`src/calendar_date_check_weekday_core_assert.svh`:
```
// assertion macros for the date check core
`ifndef CALENDAR_DATE_CHECK_WEEKDAY_CORE_ASSERT_SVH
`define CALENDAR_DATE_CHECK_WEEKDAY_CORE_ASSERT_SVH

// same-cycle implication
`define CDCW_ASSERT_IMP(lbl, ante, cons) \
	lbl: assert property (@(posedge clk) disable iff (!arst_n) (ante) |-> (cons)) \
		else $error("same-cycle check failed");

// next-cycle implication
`define CDCW_ASSERT_NXT(lbl, ante, cons) \
	lbl: assert property (@(posedge clk) disable iff (!arst_n) (ante) |=> (cons)) \
		else $error("next-cycle check failed");

`endif

```
`src/cdcw_pkg.sv`:
```
package cdcw_pkg;

	localparam logic [3:0] DATE_TEXT_LEN = 4'd8;
	localparam logic [2:0] WD_INVALID    = 3'd7;

	typedef struct packed {
		logic [3:0] text_length;
		logic [7:0] char_0;
		logic [7:0] char_1;
		logic [7:0] char_2;
		logic [7:0] char_3;
		logic [7:0] char_4;
		logic [7:0] char_5;
		logic [7:0] char_6;
		logic [7:0] char_7;
	} date_word_t;

	typedef struct packed {
		logic       date_valid;
		logic       leap_year;
		logic [2:0] weekday;
	} verdict_word_t;

	// days in month, february follows the leap flag
	function automatic logic [4:0] month_len(input logic [6:0] mo, input logic leap);
		logic [4:0] n;
		unique case (mo)
			7'd1, 7'd3, 7'd5, 7'd7, 7'd8, 7'd10, 7'd12: n = 5'd31;
			7'd4, 7'd6, 7'd9, 7'd11:                    n = 5'd30;
			7'd2:                                       n = leap ? 5'd29 : 5'd28;
			default:                                    n = 5'd0;
		endcase
		return n;
	endfunction

	// floor(2.6*m - 0.2) with march as m = 1
	function automatic logic [4:0] month_offset(input logic [6:0] mo);
		logic [4:0] n;
		unique case (mo)
			7'd1:    n = 5'd28;
			7'd2:    n = 5'd31;
			7'd3:    n = 5'd2;
			7'd4:    n = 5'd5;
			7'd5:    n = 5'd7;
			7'd6:    n = 5'd10;
			7'd7:    n = 5'd12;
			7'd8:    n = 5'd15;
			7'd9:    n = 5'd18;
			7'd10:   n = 5'd20;
			7'd11:   n = 5'd23;
			7'd12:   n = 5'd25;
			default: n = 5'd0;
		endcase
		return n;
	endfunction

endpackage

```
`src/cdcw_date_if.sv`:
```
interface cdcw_date_if
	import cdcw_pkg::*;
();
	logic       valid;
	logic       ready;
	date_word_t data;

	modport source (output valid, output data, input ready);
	modport sink (input valid, input data, output ready);
endinterface

```
`src/cdcw_verdict_if.sv`:
```
interface cdcw_verdict_if
	import cdcw_pkg::*;
();
	logic          valid;
	logic          ready;
	verdict_word_t data;

	modport source (output valid, output data, input ready);
	modport sink (input valid, input data, output ready);
endinterface

```
`src/calendar_date_check_weekday_core.sv`:
```
// Date check and day of week core.
// The date channel takes one word per handshake: an eight-character
// YYYYMMDD text and its length. The verdict channel returns one word per
// date: a valid flag, a leap-year flag and the weekday (0 Sunday to 6
// Saturday, 7 for an invalid date).
// Both channels use valid/ready; a word moves at a clock edge with both high.
// The date is registered, checked in one combinational pass, and the verdict
// registered; a date waits in the input register while the receiver stalls.
// Throughput is one date per cycle while verdicts are taken, set by the
// single check pass between the input and output registers.
// When the receiver stalls, the verdict register holds and the input
// register still takes a date if it is empty; after that date.ready drops
// until the verdict is taken.
// Reset (arst_n low) empties both registers; no verdict is presented and
// date.ready is high once reset is released.
module calendar_date_check_weekday_core
	import cdcw_pkg::*;
(
	input  logic   clk,
	input  logic   arst_n,
	cdcw_date_if.sink      date,
	cdcw_verdict_if.source verdict
);

	date_word_t    date_s1;
	logic          v_s1;
	verdict_word_t res_s2;
	logic          v_s2;
	verdict_word_t res_c;
	logic          adv1;
	logic          take;

	assign adv1       = !v_s2 || verdict.ready;
	assign date.ready = !v_s1 || adv1;
	assign take       = date.valid && date.ready;

	cdcw_eval u_eval (
		.word    (date_s1),
		.verdict (res_c)
	);

	always_ff @(posedge clk or negedge arst_n) begin
		if (!arst_n) begin
			v_s1 <= 1'b0;
			v_s2 <= 1'b0;
		end else begin
			if (take) begin
				v_s1 <= 1'b1;
			end else if (adv1) begin
				v_s1 <= 1'b0;
			end
			if (adv1) begin
				v_s2 <= v_s1;
			end
		end
	end

	always_ff @(posedge clk) begin
		if (take) begin
			date_s1 <= date.data;
		end
		if (adv1 && v_s1) begin
			res_s2 <= res_c;
		end
	end

	assign verdict.valid = v_s2;
	assign verdict.data  = res_s2;

	`include "calendar_date_check_weekday_core_assert.svh"

	`CDCW_ASSERT_IMP(a_wd_marks_valid, v_s2, res_s2.date_valid == (res_s2.weekday != WD_INVALID))
	`CDCW_ASSERT_NXT(a_take_loads_s1, take, v_s1 && (date_s1 == $past(date.data)))
	`CDCW_ASSERT_NXT(a_s1_holds, v_s1 && !adv1, v_s1 && $stable(date_s1))
	`CDCW_ASSERT_NXT(a_s1_moves_on, v_s1 && adv1, v_s2 && (res_s2 == $past(res_c)))

endmodule

```
`src/cdcw_eval.sv`:
```
module cdcw_eval
	import cdcw_pkg::*;
(
	input  date_word_t    word,
	output verdict_word_t verdict
);

	logic       dg0, dg1, dg2, dg3, dg4, dg5, dg6, dg7;
	logic       year_dg, all_dg;
	logic [3:0] d0, d1, d2, d3, d4, d5, d6, d7;
	logic [6:0] cen, yy, mo, dy;
	logic       yr_ge, leap, valid, early;
	logic [6:0] ay_y, ay_c;
	logic [4:0] lim, moff;
	logic [8:0] sum;
	logic [4:0] fold1;
	logic [3:0] fold2;
	logic [2:0] wd;

	function automatic logic is_dig(input logic [7:0] ch);
		return (ch >= 8'h30) && (ch <= 8'h39);
	endfunction

	function automatic logic [6:0] two_dig(input logic [3:0] hi, input logic [3:0] lo);
		return 7'(hi) * 7'd10 + 7'(lo);
	endfunction

	always_comb begin
		dg0 = is_dig(word.char_0);
		dg1 = is_dig(word.char_1);
		dg2 = is_dig(word.char_2);
		dg3 = is_dig(word.char_3);
		dg4 = is_dig(word.char_4);
		dg5 = is_dig(word.char_5);
		dg6 = is_dig(word.char_6);
		dg7 = is_dig(word.char_7);
		year_dg = dg0 && dg1 && dg2 && dg3;
		all_dg  = year_dg && dg4 && dg5 && dg6 && dg7;

		d0 = word.char_0[3:0];
		d1 = word.char_1[3:0];
		d2 = word.char_2[3:0];
		d3 = word.char_3[3:0];
		d4 = word.char_4[3:0];
		d5 = word.char_5[3:0];
		d6 = word.char_6[3:0];
		d7 = word.char_7[3:0];

		cen = two_dig(d0, d1);
		yy  = two_dig(d2, d3);
		mo  = two_dig(d4, d5);
		dy  = two_dig(d6, d7);

		// year >= 1583, leap by 4/100/400/4000 on century and year-in-century
		yr_ge = (cen > 7'd15) || ((cen == 7'd15) && (yy >= 7'd83));
		leap  = year_dg && yr_ge &&
			(((yy[1:0] == 2'd0) && (yy != 7'd0)) ||
			 ((yy == 7'd0) && (cen[1:0] == 2'd0) &&
			  !((d1 == 4'd0) && (d0[1:0] == 2'd0))));

		lim   = month_len(mo, leap);
		valid = (word.text_length == DATE_TEXT_LEN) && all_dg &&
			(mo >= 7'd1) && (mo <= 7'd12) && (dy >= 7'd1) && (dy <= 7'(lim));

		// jan and feb count in the preceding year, 0000 wraps to 9999
		early = (mo <= 7'd2);
		if (early && (yy == 7'd0)) begin
			ay_y = 7'd99;
			ay_c = (cen == 7'd0) ? 7'd99 : cen - 7'd1;
		end else if (early) begin
			ay_y = yy - 7'd1;
			ay_c = cen;
		end else begin
			ay_y = yy;
			ay_c = cen;
		end

		moff = month_offset(mo);
		sum  = 9'(dy) + 9'(moff) + 9'(ay_y[1:0]) * 9'd5 + 9'(ay_y) * 9'd3 +
			9'(ay_c[1:0]) * 9'd5;

		// mod 7 by folding octal digits, since 8 = 1 mod 7
		fold1 = 5'(sum[8:6]) + 5'(sum[5:3]) + 5'(sum[2:0]);
		fold2 = 4'(fold1[4:3]) + 4'(fold1[2:0]);
		wd    = (fold2 >= 4'd7) ? 3'(fold2 - 4'd7) : fold2[2:0];

		verdict.date_valid = valid;
		verdict.leap_year  = leap;
		verdict.weekday    = valid ? wd : WD_INVALID;
	end

endmodule

```
`src/flat_wrapper.sv`:
```
// flat-port wrapper written by rule: the top's interface ports become plain ports
module calendar_date_check_weekday_core_flat import cdcw_pkg::*;
  (clk, arst_n, date_valid, date_data, date_ready, verdict_valid, verdict_data, verdict_ready);
  cdcw_date_if date_i ();
  cdcw_verdict_if verdict_i ();
  input  logic clk;
  input  logic arst_n;
  input wire logic [$bits(date_i.valid)-1:0] date_valid;
  input wire logic [$bits(date_i.data)-1:0] date_data;
  output wire logic [$bits(date_i.ready)-1:0] date_ready;
  output wire logic [$bits(verdict_i.valid)-1:0] verdict_valid;
  output wire logic [$bits(verdict_i.data)-1:0] verdict_data;
  input wire logic [$bits(verdict_i.ready)-1:0] verdict_ready;
  assign date_i.valid = date_valid;
  assign date_i.data = date_data;
  assign date_ready = date_i.ready;
  assign verdict_valid = verdict_i.valid;
  assign verdict_data = verdict_i.data;
  assign verdict_i.ready = verdict_ready;
  calendar_date_check_weekday_core u_core (.clk(clk), .arst_n(arst_n), .date(date_i), .verdict(verdict_i));
endmodule
```
`config.mk`:
```
export PLATFORM = sky130hd
export DESIGN_NAME = calendar_date_check_weekday_core_flat
export DESIGN_NICKNAME = d
export VERILOG_FILES = /design/src/cdcw_pkg.sv /design/src/cdcw_date_if.sv /design/src/cdcw_verdict_if.sv /design/src/calendar_date_check_weekday_core.sv /design/src/cdcw_eval.sv /design/src/flat_wrapper.sv
export VERILOG_INCLUDE_DIRS = /design/src /design/src/src
export SDC_FILE = /design/constraint.sdc
export NUM_CORES = 1
export LEC_CHECK = 0
export BUFFER_PORTS_ARGS = -buffer_cell sky130_fd_sc_hd__buf_4
export CORE_ASPECT_RATIO = 1.5
export CORE_UTILIZATION = 56
export CTS_BUF_LIST = sky130_fd_sc_hd__clkbuf_16
export DETAILED_ROUTE_END_ITERATION = 10
export PLACE_DENSITY = 0.78
export SLEW_MARGIN = 20
export SYNTH_ARGS = -nofsm -noshare
export SYNTH_HDL_FRONTEND = slang
export SYNTH_SLANG_ARGS = --single-unit
```
`constraint.sdc`:
```
create_clock -name clk -period 10.38 [get_ports clk]
set_input_delay 0 -clock clk [delete_from_list [all_inputs] [get_ports clk]]
set_output_delay 0 -clock clk [all_outputs]
set_load 0.01 [all_outputs]
```
* Yosys cells after proc, flatten, opt, wreduce, memory -nomap -nowiden *
Memory sizes are Yosys's and may differ from the RTL's.
Index checks and enable logic that the tools add are counted.

storage, ports and cells
  register bits = 75
  bits in read-only memories = 80
  bits of input ports = 72
  output and inout port bits = 7
  word-level logic and storage cells = 132
  memories kept = 1

memory list
  name              words  width  rd ports  clocked after memory_dff  wr ports  RTL line        RTL
  (name not given)  16     5      1         0                         0         cdcw_pkg.sv:39  unique case (mo)

operators by class
  $add $sub $neg = 14
  multipliers = 7
  $lt $le $gt $ge = 24
  equal/unequal tests = 14
  mux-type cells = 10
  reduce and logical (&&, ||, !) cells = 48

operators with widths
  operator             count
  $ge 8x6->1 const B   8
  $le 8x6->1 const B   8
  $eq 7x4->1 const B   6
  $logic_and 1x1->1    30
  $add 7x4->7          4
  $eq 7x3->1 const B   4
  $mul 4x3->6 const B  4
  $pmux 5 s3           1
  $eq 7x2->1 const B   2
  $ge 7x1->1 const B   2
  $logic_not 7->1      2
  $mux 7               2
  $mul 2x3->5 const B  2
  $add 8x5->9          1
  $add 9x5->9          1
  $add 9x9->9          1
  $mul 7x2->9 const B  1
  $add 7x5->8          1
  $eq 7x1->1 const B   1
  $ge 7x7->1 const B   1
  $gt 7x4->1 const B   1
  $le 7x2->1 const B   1
  $le 7x4->1 const B   1
  $le 7x5->1           1
  other kinds (21)     31

* Longest topological paths before layout *
Gate-level depths: netlist (run 1).

  depth after elaboration = 14
  mapped depth = 39
  depth with buffers taken out = 39

* Modules after synthesis *
From an unflattened synthesis (run 1), not the netlist that was laid out.

unflattened totals
  cells, all modules = 493
  area, all modules = 5577.8 µm²

by module, submodules not included
  module                            instances  cells each  area an instance (µm²)  seq. area each (µm²)
  cdcw_eval                         1          412         3281.9                  0.0
  calendar_date_check_weekday_core  1          81          2296.0                  2242.2

* Worst setup path before layout (run 1) *
No wires, ideal clock.

  path type = register to register
  start point = register u_core.date_s1[41] (netlist bit)
  end point = register u_core.res_s2, in the netlist u_core.verdict.data[0] (data pin)
  setup time = 0.269 ns
  arrival time = 8.470 ns
  data required time = 10.111 ns
  path slack = 1.641 ns
  cell stages (with the launch flop) = 38
  path buffers = 1
  period minus slack after synthesis = 8.739 ns
  cells stage by stage = edfxtp_1 ha_1 ha_1 fa_1 buf_2 and3b_1 or3_4 a221o_1 nor2_2 mux2i_1 ha_1 inv_1 fa_1 inv_1 fa_1 inv_1 fa_1 inv_1 (+2 left out) a21oi_1 o21ai_0 a21oi_1 xor2_1 fa_1 inv_1 ha_1 fa_1 xor2_1 ha_1 inv_1 fa_1 inv_1 ha_1 nand2b_1 o21ai_0 xnor2_1 nand2_1

between the ends
  cells in the longest elaborated chain, start to end = 14
  elaborated cells between the ends (all ways) = 47
  those cells by class = add/sub: 9; mul: 4; order compare: 5; mux: 6; reduce/logical: 23

ends and longest elaborated chain
  item                                                  RTL line                                RTL
  start, declared                                       calendar_date_check_weekday_core.sv:25  date_word_t date_s1;
  start signal, assigned                                calendar_date_check_weekday_core.sv:60  date_s1 <= date.data;
  branches (longest 14 deep; another with $mul 7x2->9)  --
  end signal, assigned                                  calendar_date_check_weekday_core.sv:63  res_s2 <= res_c;
  end, declared                                         calendar_date_check_weekday_core.sv:27  verdict_word_t res_s2;

Several ways; the timed one is not identified.
A chain may end at the register's enable or synchronous reset.

* Final worst setup path (run 1) *
  start point = register u_core.date_s1[25] (netlist bit)
  end point = register u_core.res_s2, in the netlist u_core.verdict.data[0] (data pin)

between the ends
  cells in the longest elaborated chain, start to end = 14
  elaborated cells between the ends (all ways) = 53
  those cells by class = add/sub: 9; mul: 4; order compare: 7; eq/ne: 12; mux: 6; reduce/logical: 14; memory: 1

ends and longest elaborated chain
  item                                         RTL line                          RTL
  $mul 4x3->6                                  cdcw_eval.sv:25                   return 7'(hi) * 7'd10 + 7'(lo);
  $add 7x4->7                                  cdcw_eval.sv:25
  $le 7x2->1                                   cdcw_eval.sv:66                   early = (mo <= 7'd2);
  $mux 7 or $logic_and 1x1->1 (tied branches)  cdcw_eval.sv:70, cdcw_eval.sv:67
  $mux 7                                       cdcw_eval.sv:67                   if (early && (yy == 7'd0)) begin
  $mul 2x3->5                                  cdcw_eval.sv:79                   sum = 9'(dy) + 9'(moff) + 9'(ay_y[1:0]) * 9'd5 + 9'(ay_y) * 9'd3 +
  $add 8x5->9                                  cdcw_eval.sv:79
  $add 9x9->9                                  cdcw_eval.sv:79
  $add 9x5->9                                  cdcw_eval.sv:79
  $add 3x3->4                                  cdcw_eval.sv:83                   fold1 = 5'(sum[8:6]) + 5'(sum[5:3]) + 5'(sum[2:0]);
  $add 4x3->5                                  cdcw_eval.sv:83
  $add 2x3->4                                  cdcw_eval.sv:84                   fold2 = 4'(fold1[4:3]) + 4'(fold1[2:0]);
  $ge 4x3->1 or $sub 3x3->3 (tied branches)    cdcw_eval.sv:85                   wd = (fold2 >= 4'd7) ? 3'(fold2 - 4'd7) : fold2[2:0];
  $mux 3                                       cdcw_eval.sv:85

Parallel ways exist; a longest one is shown, timed or not.

==> reports/results.ini, run 1 <==
[sta]
final_max_slew_viol_count=0
fin_crit_sh=0.947
slew_headroom=0.429
finalCriticalPeriod_ns=9.83
worst_slack_ns=0.550
hold_viol=0
setup_violations=0
final.setup.tns_ns=0
fin_skew_ns=0.00720
hold-worst-slack_ns=0.380
tightest_slew_ns=0.856
max_freq_mhz=102
rsz0062_at_grt=false

[synthesis]
synth_edf_count=73
synth_cell_type_count=67
ys_ff_latch=75
synthesis.area_um2=5550
syn_avg_cell_area_um2=11.5
yosysSeqAreaShare=0.404
async_flop_share=0.0267
synth_top_area_frac=0.395
syn_inst=483
yosysWarnings=0
synthFlopType=edfxtp_1
syn-num-nets=650
ys_top_cells_by_area=edfxtp_1 39%, ha_1 14%, fa_1 11%
yosys.area.top_type=edfxtp_1

[finish]
layout_common_cells=79 x buf_4, 73 x dlygate4sd3_1, 73 x edfxtp_1
antenna_cells=0
post-route-util=0.756
final_common_cell=buf_4
syn_to_final_growth_pct=31.2
nets=804
drive_gt1_frac=0.168

[global_routing]
overflow=0
antenna_found_initial=0
grt_max_degree=69
grt_pass1_vias=4640
grt_pass1_wl_um=22100
grt_use_total=0.278

[worst_hold_path]
hold_path.class=primary input to flip-flop

[worst_setup_path]
arrival_ns=9.89
r2r_slack_ns=0.55
setup.worst_path.class=flip-flop to flip-flop
cp_slowest_cell=fa_1
required_ns=10.44
start_kind=flip-flop
critPathMaxStageDelay_ns=0.59
cp_max_fo=13
endpoint_kind=flip-flop

[routing]
wl_um=14000
drtPass1Iterations=7
drc=0
avgViaCountPerCell=5.84
antenna_left=0
dr.first_iter.drc_count=327
vias=4418
post_drt_wl_per_cell_um=18.5

[floorplanning]
die_area_um2=10300
die_w_um=83.3
core-area_um2=9630
rows=44
ioPinCount=79
initial_core_util=0.576
die_h_um=124

[status]
status=completed

[clock_tree]
cts_setup_buffers=0
clk_latency_ns=0.34
tritoncts=yes
htree_num_levels=3
clkTransAtPathRegs_ns=0.07
clock-sinks=75
numCtsBuffers=9
cts_buffer_depth=2
ctsResizeCount=0
cts_root_buf=clkbuf_16

[flow_run]
drv_cap=0

[placement]
dp_slack_ns=0.738
globalplace.congestion=0.903
port-buffer-count=78
hpwlAfterDp_um=8480

## cells by family after synthesis
logic type,Yosys count,share of synthesized area
AO/OA/AOI/OAI,88,0.110
XOR/XNOR,27,0.0464
adder cells (fa/ha/maj),96,0.258
buffers and inverters,70,0.0480
flip-flops,75,0.404
multiplexers,7,0.0137
AND/OR/NAND/NOR,120,0.120
## synth_stat cells (5+ instances only)
| cell | instances |
|---|---|
| a21o_1 | 8 |
| a21oi_1 | 15 |
| and2_1 | 5 |
| clkbuf_1 | 6 |
| edfxtp_1 | 73 |
| fa_1 | 31 |
| ha_1 | 64 |
| inv_1 | 61 |
| mux2i_1 | 5 |
| nand2_1 | 31 |
| nand2b_1 | 7 |
| nand3_1 | 9 |
| nand4_1 | 10 |
| nor2_1 | 16 |
| nor2b_1 | 5 |
| nor3_1 | 6 |
| o21ai_0 | 24 |
| xnor2_1 | 9 |
| xor2_1 | 16 |
## state kept, by name, summed over array words and instances (netlist names)
signal and flops:
u_core.date_s1 68, u_core.v_s1 1, u_core.verdict.data 5, u_core.verdict.valid 1
## critical path, delay by kind of cell, from the launching register on
kind / cells / cell delay [ns]
AO/OA/AOI/OAI: 7 / 1.47
AND/OR/NAND/NOR: 5 / 1.38
multiplexers: 1 / 0.30
adder cells (fa/ha/maj): 14 / 5.05
buffers and inverters: 7 / 0.40
XOR/XNOR: 3 / 0.44
flip-flops: 1 / 0.48
## final cells by class
type / instances / area (um^2)
timing repair buffer: 152 / 1320
fill: 546 / 2350
tap: 115 / 144
sequential: 75 / 2240
multi-input combinational: 338 / 3050
inverter: 61 / 229
clock inverter: 7 / 76.3
clock buffer: 9 / 225
## metal layers
| metal | vias to the layer above | GRT usage | share of wire |
|---|---|---|---|
| met5 | - | 0 | 0 |
| met4 | 0 | 0.136 | 0.042 |
| met3 | 58 | 0.0484 | 0.055 |
| met2 | 225 | 0.526 | 0.54 |
| met1 | 2086 | 0.300 | 0.36 |
| li1 | 2049 | - | - |
## path summary, 6_finish.rpt
path | start | end | cells past startpoint
min in group asynchronous | arst_n | u_core.v_s1 | 3
max reg2reg | u_core.date_s1[25] | u_core.verdict.data[0] | 37
max | u_core.date_s1[25] | u_core.verdict.data[0] | 37
max in group asynchronous | arst_n | u_core.verdict.valid | 3
min | date_data[51] | u_core.date_s1[51] | 2
min reg2reg | u_core.v_s1 | u_core.verdict.valid | 1
## per-stage QoR
step / area, um^2 / std cells
after floorplan: 5550 / 483
after global placement: 6250 / 668
after detailed placement: 6250 / 668
after CTS: 7290 / 757
after global routing: 7290 / 757
final: 7290 / 757
## what timing repair did
action,4_1_cts,5_1_grt
hold buffers,73,0
hold endpoints to repair,72,0
setup endpoints to repair,0,0
Power of run 1 is left out: the tool's default activity adds up to more than one toggle a clock period on the data nets, which glitch-free logic cannot reach.
==> inputs of run 2 (changes only) <==
--- a/config.mk
+++ b/config.mk
@@ -17,2 +17,3 @@
 export SYNTH_HDL_FRONTEND = slang
 export SYNTH_SLANG_ARGS = --single-unit
+export TNS_END_PERCENT = 100
==> constraint.sdc (replaced) <==
create_clock -name clk -period 10.38 [get_ports clk]
set_input_delay 1.557 -clock clk [delete_from_list [all_inputs] [get_ports clk]]
set_output_delay 1.557 -clock clk [all_outputs]
set_load 0.01 [all_outputs]
==> reports/results.ini, run 2 (same netlist as run 1, synthesis figures left out) <==
[floorplanning]
die_h_um=124
initial_core_util=0.576
die_w_um=83.3
ioPinCount=79
rows=44
die_area_um2=10300
core-area_um2=9630

[worst_setup_path]
endpoint_kind=flip-flop
crit_family=adder cells
cp_slowest_cell=fa_1
cp_num_buf_inv=7
start_kind=flip-flop
setup.worst_path.class=flip-flop to flip-flop
arrival_ns=9.74
required_ns=10.43
cp_max_fo=13
critPathMaxStageDelay_ns=0.59

[sta]
rsz0062_at_grt=false
slew_headroom=0.462
finalCriticalPeriod_ns=9.69
tightest_slew_ns=0.807
hold_viol=0
setup_violations=0
fin_crit_sh=0.934
max_freq_mhz=103
final_max_slew_viol_count=0
final.setup.tns_ns=0
hold-worst-slack_ns=0.497
fin_skew_ns=0.00731

[clock_tree]
cts_setup_buffers=0
numCtsBuffers=9
tritoncts=yes
clock-sinks=75
postCtsHoldBufs=0
htree_num_levels=3
clkTransAtPathRegs_ns=0.06
cts_root_buf=clkbuf_16
ctsResizeCount=0
cts_buffer_depth=2
clk_latency_ns=0.33

[global_routing]
overflow=0
grt_use_total=0.215
grt_pass1_wl_um=17300
antenna_found_initial=0
grt_pass1_vias=3935
grt_max_degree=69

[placement]
globalplace.congestion=0.903
dp_cells=668
hpwlAfterDp_um=8480
port-buffer-count=78

[finish]
antenna_cells=0
layout_common_cells=79 x buf_4, 73 x edfxtp_1, 64 x ha_1
largest_reg_flops=68
final_common_cell=buf_4
top_register=u_core.date_s1
finalNonFillerCells=684
drive_gt1_frac=0.190
nets=731
nFillCells=677
syn_to_final_growth_pct=18.0

[routing]
drc=0
antenna_left=0
avgViaCountPerCell=5.70
post_drt_wl_per_cell_um=15.4
wl_um=10500
vias=3902
drtPass1Iterations=4
dr.first_iter.drc_count=187

[worst_hold_path]
hold_path.class=flip-flop to flip-flop

[flow_run]
drv_cap=0

[status]
status=completed

## run 2: metrics by stage
stage / setup WS, ns / instance area, um^2 / util
5_1_grt: 0.176 / 6560 / 0.680
3_3_place_gp: 1.16 / 6250 / 0.649
6_report: 0.689 / 6560 / 0.680
2_1_floorplan: 1.64 / 5550 / -
4_1_cts: 0.772 / 6560 / 0.680
3_5_place_dp: 0.738 / 6250 / 0.649
## run 2: layout make-up
cell class | instances | area, um^2 | area share
sequential | 75 | 2240 | 0.342
multi-input combinational | 338 | 3050 | 0.465
clock buffer | 9 | 225 | 0.0344
tap | 115 | 144 | 0.0220
inverter | 61 | 229 | 0.0349
clock inverter | 7 | 76.3 | 0.0116
timing repair buffer | 79 | 593 | 0.0905
## run 2: routing by layer
layer / up-vias / GRT usage / part of all wire / wire length [um]
li1: 1904 / - / - / -
met1: 1855 / 0.236 / 0.38 / 4000
met2: 115 / 0.399 / 0.55 / 5740
met3: 28 / 0.0417 / 0.039 / 409
met4: 0 / 0.105 / 0.036 / 382
met5: - / 0 / 0 / 0
## run 2: worst paths after layout
path	to	depth (start not counted)	slack (ns)	startpoint
max	u_core.verdict.data[0]	37	0.69	u_core.date_s1[25]
min	u_core.verdict.valid	1	0.50	u_core.v_s1
max reg2reg	u_core.verdict.data[0]	37	0.69	u_core.date_s1[25]
min reg2reg	u_core.verdict.valid	1	0.50	u_core.v_s1
max in group asynchronous	u_core.verdict.valid	1	9.30	arst_n
min in group asynchronous	u_core.v_s1	1	1.00	arst_n
Power of run 2 is left out for the same reason.
==> inputs of run 3 (changes only) <==
- BUFFER_PORTS_ARGS: -buffer_cell sky130_fd_sc_hd__buf_4 -> default
- CORE_UTILIZATION: 56 -> 60
- DONT_BUFFER_PORTS: default -> 1
- PLACE_DENSITY: 0.78 -> 0.76
==> reports/results.ini, run 3 (same netlist as run 1, synthesis figures left out) <==
[sta]
rsz0062_at_grt=false
setup_violations=0
max_freq_mhz=103
hold_viol=0
slew_headroom=0.460
fin_skew_ns=0.00509
final.setup.tns_ns=0
finalCriticalPeriod_ns=9.68
tightest_slew_ns=0.810
final_max_slew_viol_count=0
fin_crit_sh=0.933

[global_routing]
grt_pass1_wl_um=17500
grt_pass1_vias=3944
overflow=0
grt_max_degree=69
antenna_found_initial=0
grt_use_total=0.244

[routing]
vias=3639
post_drt_wl_per_cell_um=17.5
antenna_left=0
drtPass1Iterations=7
dr.first_iter.drc_count=347
avgViaCountPerCell=6.05
wl_um=10500
drc=0

[worst_setup_path]
setup.worst_path.class=flip-flop to flip-flop
critPathMaxStageDelay_ns=0.59
start_kind=flip-flop
endpoint_kind=flip-flop
cp_slowest_cell=fa_1
cp_max_fo=13
arrival_ns=9.75
required_ns=10.45

[placement]
globalplace.congestion=0.913
port-buffer-count=0
hpwlAfterDp_um=8230
dp_cells=585

[clock_tree]
tritoncts=yes
clock-sinks=75
numCtsBuffers=9
clkTransAtPathRegs_ns=0.06
postCtsHoldBufs=0
clk_latency_ns=0.34
cts_buffer_depth=2
cts_setup_buffers=0
ctsResizeCount=0
cts_root_buf=clkbuf_16
htree_num_levels=3

[finish]
final_common_cell=edfxtp_1
drive_gt1_frac=0.0631
antenna_cells=0
layout_common_cells=73 x edfxtp_1, 64 x ha_1, 61 x inv_1
nets=653
top_register=u_core.date_s1
largest_reg_flops=68
syn_to_final_growth_pct=7.55
finalNonFillerCells=601

[floorplanning]
core-area_um2=8880
initial_core_util=0.625
die_h_um=120
die_area_um2=9650
rows=42
die_w_um=80.6
ioPinCount=79

[worst_hold_path]
hold_path.class=flip-flop to flip-flop

[status]
status=completed

[flow_run]
drv_cap=0

[run 3: worst max-delay path, delay by kind of cell (launching register included)]
family,cells,cell delay [ns]
AND/OR/NAND/NOR,5,1.31
multiplexers,1,0.30
flip-flops,1,0.45
adder cells (fa/ha/maj),14,5.02
AO/OA/AOI/OAI,7,1.45
buffers and inverters,7,0.41
XOR/XNOR,3,0.44
[run 3: cell type report]
type | count | area [um^2]
repair buffers | 1 | 7.51
flip-flops and latches | 75 | 2240
clock buffers | 9 | 225
multi-input cells | 338 | 3050
fillers | 647 | 2910
inverters | 61 | 229
clock inverters | 7 | 85.1
well taps | 110 | 138
[run 3: final timing paths]
| kind | endpoint | depth (start not counted) | start | slack (ns) |
|---|---|---|---|---|
| setup / recovery | u_core.verdict.data[0] | 37 | u_core.date_s1[25] | 0.70 |
| hold / removal | u_core.verdict.valid | 1 | u_core.v_s1 | 0.49 |
| setup reg to reg | u_core.verdict.data[0] | 37 | u_core.date_s1[25] | 0.70 |
| hold reg to reg | u_core.verdict.valid | 1 | u_core.v_s1 | 0.49 |
| max in group asynchronous | u_core.v_s1 | 0 | arst_n | 9.40 |
| min in group asynchronous | u_core.verdict.valid | 0 | arst_n | 0.91 |
[run 3: through the flow]
stage | instance area [um^2] | hold slack, ns | setup WS [ns] | utilization
global route | 5970 | 0.544 | 0.144 | 0.672
CTS | 5970 | 0.496 | 0.719 | 0.672
global placement | 5660 | 0.463 | 1.06 | 0.638
floorplan | 5550 | 0.449 | 1.64 | -
detailed placement | 5660 | 0.480 | 0.696 | 0.638
finish | 5970 | 0.494 | 0.699 | 0.672
[run 3: layer usage]
layer / wire length (um) / track usage / vias to the layer above
li1: - / - / 1753
met1: 3820 / 0.244 / 1753
met2: 6000 / 0.456 / 107
met3: 413 / 0.0502 / 26
met4: 274 / 0.126 / 0
met5: 0 / 0 / -
Power of run 3 is left out for the same reason.
